===== src/rtl/core/ect_pkg.sv =====
// Shared types and constants for the expression character tokenizer.
package ect_pkg;

  localparam int unsigned DefMaxLen  = 4096;
  localparam int unsigned CharW      = 8;
  localparam int unsigned TokStartW  = 12;
  localparam int unsigned TokLenW    = 13;
  localparam int unsigned ResPerItem = 3;
  localparam int unsigned QueueDepth = 4;
  localparam int unsigned QueuePtrW  = $clog2(QueueDepth);
  localparam int unsigned OutDataW   = 40;

  localparam logic [CharW-1:0] CharLParen = 8'h28;
  localparam logic [CharW-1:0] CharRParen = 8'h29;
  localparam logic [CharW-1:0] CharComma  = 8'h2C;
  localparam logic [CharW-1:0] CharDot    = 8'h2E;
  localparam logic [CharW-1:0] CharPlus   = 8'h2B;
  localparam logic [CharW-1:0] CharMinus  = 8'h2D;
  localparam logic [CharW-1:0] CharStar   = 8'h2A;
  localparam logic [CharW-1:0] CharSlash  = 8'h2F;
  localparam logic [CharW-1:0] CharCaret  = 8'h5E;
  localparam logic [CharW-1:0] CharBang   = 8'h21;
  localparam logic [CharW-1:0] CharSpace  = 8'h20;

  typedef enum logic [2:0] {
    TokWord     = 3'd0,
    TokNumber   = 3'd1,
    TokLParen   = 3'd2,
    TokRParen   = 3'd3,
    TokComma    = 3'd4,
    TokOperator = 3'd5,
    TokError    = 3'd6,
    TokEnd      = 3'd7
  } tok_kind_e;

  // pending run, one-hot
  typedef enum logic [2:0] {
    RunNone   = 3'b001,
    RunWord   = 3'b010,
    RunNumber = 3'b100
  } run_kind_e;

  typedef struct packed {
    tok_kind_e              kind;
    logic [CharW-1:0]       sym;
    logic [TokStartW-1:0]   start;
    logic [TokLenW-1:0]     len;
  } tok_t;

  // results of one input beat, compacted from index 0; cnt is 1..3
  typedef struct packed {
    logic [1:0]                 cnt;
    tok_t [ResPerItem-1:0]      res;
  } bundle_t;

endpackage


===== src/rtl/core/ect_front.sv =====
// Front end: classifies each character, tracks the pending run, builds result bundles.
module ect_front import ect_pkg::*; #(
  parameter int unsigned MaxLen = DefMaxLen
) (
  input  logic             clk_i,
  input  logic             rst_ni,
  input  logic             accept_i,
  input  logic [CharW-1:0] char_i,
  input  logic             last_i,
  output logic             push_o,
  output bundle_t          bundle_o
);

  localparam int unsigned PosW = $clog2(MaxLen + 1);
  localparam logic [PosW-1:0] PosLimit = PosW'(MaxLen);
  localparam logic [PosW-1:0] PosSat   = PosW'(MaxLen - 1);

  run_kind_e       run_q, run_d;
  logic [PosW-1:0] start_q, start_d;
  logic [PosW-1:0] pos_q, pos_d;
  logic            drop_q, drop_d;

  run_kind_e cls;
  logic      simple;
  logic      va, vb, vc;
  tok_t      tok_a, tok_b, tok_c, tok_d, tok_bc;
  logic      vbc;
  logic [1:0] cnt;

  always_comb begin
    if (char_i inside {[8'h41:8'h5A], [8'h61:8'h7A]}) begin
      cls = RunWord;
    end else if (char_i inside {[8'h30:8'h39]}) begin
      cls = RunNumber;
    end else begin
      cls = RunNone;
    end
    simple = char_i inside {CharLParen, CharRParen, CharComma, CharDot, CharPlus,
                            CharMinus, CharStar, CharSlash, CharCaret, CharBang,
                            CharSpace};
  end

  always_comb begin
    run_d   = run_q;
    start_d = start_q;
    pos_d   = pos_q;
    drop_d  = drop_q;
    va      = 1'b0;
    vb      = 1'b0;
    vc      = 1'b0;
    tok_a   = '0;
    tok_b   = '0;
    tok_c   = '0;
    tok_d   = '0;
    tok_d.kind = TokEnd;

    if (!drop_q) begin
      if (pos_q >= PosLimit) begin
        run_d  = RunNone;
        drop_d = 1'b1;
        va     = 1'b1;
        tok_a  = '{kind: TokError, sym: char_i, start: TokStartW'(PosSat),
                   len: TokLenW'(1)};
      end else if (cls == RunNone && !simple) begin
        run_d  = RunNone;
        drop_d = 1'b1;
        va     = 1'b1;
        tok_a  = '{kind: TokError, sym: char_i, start: TokStartW'(pos_q),
                   len: TokLenW'(1)};
      end else begin
        if (run_q != cls && run_q != RunNone) begin
          va    = 1'b1;
          tok_a = '{kind: (run_q == RunWord) ? TokWord : TokNumber, sym: '0,
                    start: TokStartW'(start_q), len: TokLenW'(pos_q - start_q)};
          run_d = RunNone;
        end
        if (cls != RunNone) begin
          if (run_d == RunNone) begin
            run_d   = cls;
            start_d = pos_q;
          end
        end else if (char_i != CharSpace) begin
          vb          = 1'b1;
          tok_b.sym   = char_i;
          tok_b.start = TokStartW'(pos_q);
          tok_b.len   = TokLenW'(1);
          case (char_i)
            CharLParen: tok_b.kind = TokLParen;
            CharRParen: tok_b.kind = TokRParen;
            CharComma:  tok_b.kind = TokComma;
            default:    tok_b.kind = TokOperator;
          endcase
        end
        pos_d = pos_q + PosW'(1);
      end
    end

    if (last_i) begin
      // flush uses the position after this character
      if (!drop_d && run_d != RunNone) begin
        vc    = 1'b1;
        tok_c = '{kind: (run_d == RunWord) ? TokWord : TokNumber, sym: '0,
                  start: TokStartW'(start_d), len: TokLenW'(pos_d - start_d)};
      end
      run_d   = RunNone;
      start_d = '0;
      pos_d   = '0;
      drop_d  = 1'b0;
    end
  end

  // a single-char token clears the run, so b and c never both fire
  always_comb begin
    vbc    = vb | vc;
    tok_bc = vb ? tok_b : tok_c;
    cnt    = {1'b0, va} + {1'b0, vbc} + {1'b0, last_i};
    bundle_o.cnt    = cnt;
    bundle_o.res[0] = va ? tok_a : (vbc ? tok_bc : tok_d);
    bundle_o.res[1] = (va && vbc) ? tok_bc : tok_d;
    bundle_o.res[2] = tok_d;
    push_o          = accept_i && (cnt != 2'd0);
  end

  always_ff @(posedge clk_i or negedge rst_ni) begin
    if (!rst_ni) begin
      run_q   <= RunNone;
      start_q <= '0;
      pos_q   <= '0;
      drop_q  <= 1'b0;
    end else if (accept_i) begin
      run_q   <= run_d;
      start_q <= start_d;
      pos_q   <= pos_d;
      drop_q  <= drop_d;
    end
  end

endmodule


===== src/rtl/core/ect_queue.sv =====
// Small bundle queue between the front and back ends.
module ect_queue import ect_pkg::*; (
  input  logic    clk_i,
  input  logic    rst_ni,
  input  logic    push_i,
  input  bundle_t push_data_i,
  output logic    full_o,
  output logic    valid_o,
  output bundle_t head_o,
  input  logic    pop_i
);

  bundle_t               mem_q [QueueDepth];
  logic [QueuePtrW-1:0]  wr_q, rd_q;
  logic [QueuePtrW:0]    cnt_q;

  assign full_o  = (cnt_q == (QueuePtrW+1)'(QueueDepth));
  assign valid_o = (cnt_q != '0);
  assign head_o  = mem_q[rd_q];

  always_ff @(posedge clk_i) begin
    if (push_i) begin
      mem_q[wr_q] <= push_data_i;
    end
  end

  always_ff @(posedge clk_i or negedge rst_ni) begin
    if (!rst_ni) begin
      wr_q  <= '0;
      rd_q  <= '0;
      cnt_q <= '0;
    end else begin
      if (push_i) begin
        wr_q <= wr_q + QueuePtrW'(1);
      end
      if (pop_i) begin
        rd_q <= rd_q + QueuePtrW'(1);
      end
      case ({push_i, pop_i})
        2'b10:   cnt_q <= cnt_q + (QueuePtrW+1)'(1);
        2'b01:   cnt_q <= cnt_q - (QueuePtrW+1)'(1);
        default: cnt_q <= cnt_q;
      endcase
    end
  end

endmodule


===== src/rtl/core/ect_back.sv =====
// Back end: walks the head bundle one token per beat into the output register.
module ect_back import ect_pkg::*; (
  input  logic    clk_i,
  input  logic    rst_ni,
  input  logic    q_valid_i,
  input  bundle_t q_head_i,
  output logic    q_pop_o,
  output logic    out_valid_o,
  input  logic    out_ready_i,
  output tok_t    out_tok_o,
  output logic    out_final_o
);

  logic       out_valid_q, out_valid_d;
  tok_t       out_tok_q;
  logic       out_final_q;
  logic [1:0] sub_q, sub_d;
  logic       load, is_final;
  tok_t       sel_tok;

  always_comb begin
    case (sub_q)
      2'd0:    sel_tok = q_head_i.res[0];
      2'd1:    sel_tok = q_head_i.res[1];
      default: sel_tok = q_head_i.res[2];
    endcase
    load     = q_valid_i && (!out_valid_q || out_ready_i);
    is_final = (sub_q == (q_head_i.cnt - 2'd1));
    q_pop_o  = load && is_final;
    sub_d    = sub_q;
    if (load) begin
      sub_d = is_final ? 2'd0 : sub_q + 2'd1;
    end
    if (load) begin
      out_valid_d = 1'b1;
    end else if (out_ready_i) begin
      out_valid_d = 1'b0;
    end else begin
      out_valid_d = out_valid_q;
    end
  end

  always_ff @(posedge clk_i) begin
    if (load) begin
      out_tok_q   <= sel_tok;
      out_final_q <= is_final;
    end
  end

  always_ff @(posedge clk_i or negedge rst_ni) begin
    if (!rst_ni) begin
      out_valid_q <= 1'b0;
      sub_q       <= 2'd0;
    end else begin
      out_valid_q <= out_valid_d;
      sub_q       <= sub_d;
    end
  end

  assign out_valid_o = out_valid_q;
  assign out_tok_o   = out_tok_q;
  assign out_final_o = out_final_q;

endmodule


===== src/rtl/core/expression_char_tokenizer.sv =====
// Top level of the expression character tokenizer.
//
//  channel  dir  tdata                              tuser       tlast
//  s_axis   in   [7:0] char_code                    -           last_char
//  m_axis   out  [7:0] symbol, [19:8] token_start,  token_kind  final_of_item
//                [32:20] token_length, rest zero
//
// One character is taken per cycle while the queue is not full; each token
// leaves one per cycle when the output is not stalled. The first token passes
// the bundle queue and then the output register. Throughput is set by the
// output port: the four-deep bundle queue absorbs bursts and backs up the input
// when full. Reset is asynchronous, active low; no clearing pass is needed.
module expression_char_tokenizer import ect_pkg::*; #(
  parameter int unsigned MaxLen = DefMaxLen
) (
  input  logic                 clk_i,
  input  logic                 rst_ni,
  input  logic                 s_axis_tvalid,
  output logic                 s_axis_tready,
  input  logic [CharW-1:0]     s_axis_tdata,   // [7:0] char_code
  input  logic                 s_axis_tlast,
  output logic                 m_axis_tvalid,
  input  logic                 m_axis_tready,
  output logic [OutDataW-1:0]  m_axis_tdata,   // [7:0] symbol, [19:8] start, [32:20] length
  output logic [2:0]           m_axis_tuser,   // [2:0] token_kind
  output logic                 m_axis_tlast
);

  logic    accept, push, q_full, q_valid, q_pop;
  bundle_t push_bundle, head_bundle;
  tok_t    out_tok;

  assign s_axis_tready = !q_full;
  assign accept        = s_axis_tvalid && s_axis_tready;

  ect_front #(.MaxLen(MaxLen)) u_front (
    .clk_i    (clk_i),
    .rst_ni   (rst_ni),
    .accept_i (accept),
    .char_i   (s_axis_tdata),
    .last_i   (s_axis_tlast),
    .push_o   (push),
    .bundle_o (push_bundle)
  );

  ect_queue u_queue (
    .clk_i       (clk_i),
    .rst_ni      (rst_ni),
    .push_i      (push),
    .push_data_i (push_bundle),
    .full_o      (q_full),
    .valid_o     (q_valid),
    .head_o      (head_bundle),
    .pop_i       (q_pop)
  );

  ect_back u_back (
    .clk_i       (clk_i),
    .rst_ni      (rst_ni),
    .q_valid_i   (q_valid),
    .q_head_i    (head_bundle),
    .q_pop_o     (q_pop),
    .out_valid_o (m_axis_tvalid),
    .out_ready_i (m_axis_tready),
    .out_tok_o   (out_tok),
    .out_final_o (m_axis_tlast)
  );

  assign m_axis_tuser = out_tok.kind;
  assign m_axis_tdata = {(OutDataW-CharW-TokStartW-TokLenW)'(0),
                         out_tok.len, out_tok.start, out_tok.sym};

endmodule


===== config.mk =====
export PLATFORM = sky130hd
export DESIGN_NAME = expression_char_tokenizer
export DESIGN_NICKNAME = d
export VERILOG_FILES = /design/src/rtl/core/ect_pkg.sv /design/src/rtl/core/ect_front.sv /design/src/rtl/core/ect_queue.sv /design/src/rtl/core/ect_back.sv /design/src/rtl/core/expression_char_tokenizer.sv
export SDC_FILE = /design/constraint.sdc
export NUM_CORES = 1
export LEC_CHECK = 0
export BUFFER_PORTS_ARGS = -buffer_cell sky130_fd_sc_hd__buf_4
export CAP_MARGIN = 5
export CORE_MARGIN = 1
export CORE_UTILIZATION = 60
export CTS_CLUSTER_SIZE = 12
export DETAILED_ROUTE_END_ITERATION = 8
export HOLD_SLACK_MARGIN = 0.06
export PLACE_DENSITY = 0.77
export SYNTH_ARGS = -nofsm -noshare
export SYNTH_HDL_FRONTEND = slang
export SYNTH_HIERARCHICAL = 1
export SYNTH_SLANG_ARGS = --single-unit

===== constraint.sdc =====
create_clock -name clk_i -period 6.3 [get_ports clk_i]
set_input_delay 0.945 -clock clk_i [delete_from_list [all_inputs] [get_ports clk_i]]
set_output_delay 0.945 -clock clk_i [all_outputs]
set_load 0.05 [all_outputs]

==> results.md <==
- Worst vdd ir: roughly 0.25 mV
- Peak Freq: 206.3 MHz
- WL met2: about 23000 microns
- Max FO, Critical Path: 11
- Total of max-cap violations: 0
- Slew margin rel.: 0.2381
- R2R Path Start: u_front/drop_q
- Pins Over Slew Limit: 0
- Hold Crit Class: input pin to asynchronous set/reset pin
- CTS tree: built
- HPWL after DPL: around 28000 microns
- Syn avg cell area: 16.61 sq um
- Worst Max-Slew Pin Slew: 1.140 ns
- Final nets: between 1000 and 1500
- FP Rows: 70
- TritonCTS buffer count: 51
- Top layer in use: met4
- Global Route Usage Sum: 0.2403
- Maximum clock path buffer count: 3
- Clock root buffer: clkbuf_16
- # setup viols final: 0
- Final hold vios: 0
- # DRC: 0
- Setup TNS: 0 ns
- Post-route insts no fill: slightly below 2000
- Clk_lat worst skew: 0.58 ns
- I/O pins: between 50 and 60
- First-pass GRT wire length: between 60000 and 70000 microns
- Crit path arrival time: roughly 5.2 ns
- Count of cell types in the netlist: 73
- Status: finished, final reports clean
- CTS sink cnt: between 500 and 600
- Grt ovf: 0
- Period minus WS final: approximately 4.8 ns
- Reg clk slew, reported paths: approximately 0.06 ns
- Reg2Reg Setup Slack: slightly below 2 ns
- Wire per inst: approximately 23 microns
- Placed insts: 1831
- Cells after Synth: roughly 1400
- WS Path Type: input pin to flop
- Drt via density: about 6.2
- Antenna Nets Post-Route: 0
- Initial antenna violation count: 0
- Asr flop ratio synth: 0.07737
- Detailed Route Iter0 Violations: ~1100
- Initial Utilization: 0.6123
- Port Buf Inserts: 51
- H-Tree Level Count: 2
- Vias in the first global route: approximately 12000
- Nature of the critical path startpoint: input pin
- Drt first pass iters: 5
- Core Region: 36790 sq um
- Pleak: ~8.4 nW
- # diodes: 0
- Final Skew: about 0.021 ns
- Worst r2r path cells: 16
- Seq cells post-synth: 517
- P per Cell Area: a little under 500 nW/um^2
- Ys Warns: 6
- Final GP Congestion: roughly 0.94
- Final wirelength: 44910 microns
- CTS Hold Bufs: 0
- Sequential-to-total area share from yosys stat: 0.6804
- Die height: about 200 microns
- Synthesized area: roughly 23000 sq um
- Layout cells sized above 1: 0.2017
- RSZ-0062 raised after global routing: no
- Via Count: approximately 12000
- Full die area: 38320 sq um
- Reg-to-reg endpoint: u_queue/mem_q[0][48]
- Top_reg_cell synth: edfxtp_1
- Post-synth EDFFs: between 400 and 500
- Critical path endpoint category: flop
- Fin crit share: 0.7693
- DR WL met3: roughly 3100 microns
- Setup Fix Bufs, Post-CTS: 0
- CP required: about 6.6 ns
- Met1 WL: between 15000 and 20000 microns
- Post-CTS sizing: 0
- Pin count of the biggest net entering global routing: ~110
- Die width: 195.8 microns
- Syn-to-layout area delta: 9.732%
## power breakdown
| group | switching [W] | total [W] | internal (W) |
|---|---|---|---|
| registers | 0.000438 | 0.00505 | 0.00461 |
| clock network | 0.00119 | 0.00282 | 0.00162 |
| logic | 0.00250 | 0.00417 | 0.00166 |
## worst max-delay path: stages
cell	delay (ns)
buf_4	0.14
or4_4	0.54
o22ai_2	0.24
a211o_2	0.17
a21o_1	0.18
nor3b_4	0.56
nor2_1	0.10
a21oi_2	0.17
inv_1	0.08
fa_1	0.46
nand2b_1	0.18
a21oi_1	0.21
o211ai_1	0.11
a21boi_0	0.24
a31oi_1	0.15
a21oi_1	0.18
xor2_1	0.11
nor3_1	0.38
## cells by family (layout without fill, tap and decap cells)
| logic type | count (synthesis) | in the layout | share of synthesized area |
|---|---|---|---|
| AO/OA/AOI/OAI | 213 | 213 | 0.06760 |
| XOR/XNOR | 39 | 39 | 0.01517 |
| adder cells (fa/ha/maj) | 37 | 37 | 0.02189 |
| buffers and inverters | 152 | 208 | 0.04055 |
| flip-flops | 517 | 517 | 0.6804 |
| multiplexers | 117 | 117 | 0.1132 |
| other | 3 | 44 | 0.0004999 |
| AND/OR/NAND/NOR | 278 | 278 | 0.06072 |
## routing by layer
metal / vias up / global-route usage
met1: 6008 / 0.3276
met2: 479 / 0.3975
met3: 74 / 0.04281
met4: 0 / 0.07928
li1: 5344 / -
met5: - / 0
## area by class of cell
class                           count  area [sq um]
Multi-Input combinational cell    728          6451
Clock inverter                      7         72.57
Fill cell                        2374         12070
Inverter                           38         142.6
Sequential cell                   517         15330
Timing Repair Buffer               80         663.1
Tap cell                          468         585.6
Clock buffer                       83          1468
## flip-flops by register name, indices dropped and copies added (netlist names), 2 cells and up
signal,count
u_queue/cnt_q,3
u_back/out_tok_o,36
u_queue/rd_q,2
u_front/start_q,13
u_front/run_q,3
u_queue/mem_q,440
u_back/sub_q,2
u_queue/wr_q,2
u_front/pos_q,13
## cell usage after synthesis (3+ instances only)
cell,instances,share of area
a21o_1,4,0.0013
a21oi_1,29,0.0064
a21oi_2,8,0.0031
a22o_1,4,0.0016
a22oi_1,51,0.017
a22oi_2,10,0.0056
a31oi_1,5,0.0014
and2_1,24,0.0067
and3_1,8,0.0022
buf_2,29,0.0064
buf_4,45,0.015
buf_6,13,0.0065
clkbuf_1,21,0.0035
conb_1,3,0.00050
dfrtp_1,39,0.043
edfxtp_1,477,0.64
fa_1,4,0.0036
ha_1,33,0.018
inv_1,38,0.0063
mux2i_1,6,0.0027
mux4_2,110,0.11
nand2_1,111,0.018
nand2b_1,12,0.0033
nand3_1,12,0.0027
nand4_1,5,0.0014
nor2_1,46,0.0077
nor2b_1,16,0.0044
nor3_1,18,0.0040
nor4_1,5,0.0014
o21a_1,9,0.0030
o21ai_0,25,0.0056
o21bai_1,3,0.0010
o22ai_1,40,0.011
o22ai_2,3,0.0017
or3_1,6,0.0017
xnor2_1,27,0.010
xor2_1,12,0.0047
## how the worst max path moves through the flow
| stage | slack, ns | cells after the start | endpoint | from |
|---|---|---|---|---|
| 2_1_floorplan | 1.02 | 12 | u_queue/mem_q[1][0] | s_axis_tdata[4] |
| 3_3_place_gp | 1.14 | 12 | u_queue/mem_q[3][106] | s_axis_tdata[6] |
| 3_5_place_dp | 1.02 | 12 | u_queue/mem_q[3][106] | s_axis_tdata[6] |
| 4_1_cts | 1.58 | 12 | u_queue/mem_q[3][9] | s_axis_tdata[6] |
| 5_1_grt | 1.07 | 18 | u_queue/mem_q[0][48] | s_axis_tdata[6] |
| 6_report | 1.45 | 18 | u_queue/mem_q[0][48] | s_axis_tdata[1] |
## metrics by stage
| stage | hold slack (ns) | power, W | util | cell area [sq um] | worst slack (ns) |
|---|---|---|---|---|---|
| floorplan | 0.4471 | 0.008170 | - | 22680 | 1.019 |
| global placement | 0.4632 | 0.009179 | 0.6300 | 23180 | 1.137 |
| detailed placement | 0.4796 | 0.009277 | 0.6300 | 23180 | 1.018 |
| CTS | 0.3731 | 0.01211 | 0.6719 | 24720 | 1.584 |
| global route | 0.3964 | 0.01257 | 0.6719 | 24720 | 1.073 |
| finish | 0.3665 | 0.01203 | 0.6719 | 24720 | 1.454 |
## cells in the final DEF, fill, tap and decap left out, drive strengths merged, types with 8 or more instances in the layout
| master | n |
|---|---|
| a22oi | 61 |
| o21ai | 28 |
| conb | 44 |
| a21oi | 37 |
| o21a | 9 |
| mux4 | 110 |
| nor3 | 18 |
| edfxtp | 477 |
| nand3 | 12 |
| buf | 80 |
| xor2 | 12 |
| nor2 | 48 |
| inv | 38 |
| nand2b | 12 |
| dfrtp | 39 |
| and2 | 24 |
| nor2b | 16 |
| xnor2 | 27 |
| and3 | 8 |
| clkbuf | 83 |
| ha | 33 |
| o22ai | 43 |
| nand2 | 111 |
No activity file was read; power rests on OpenSTA's default activity.
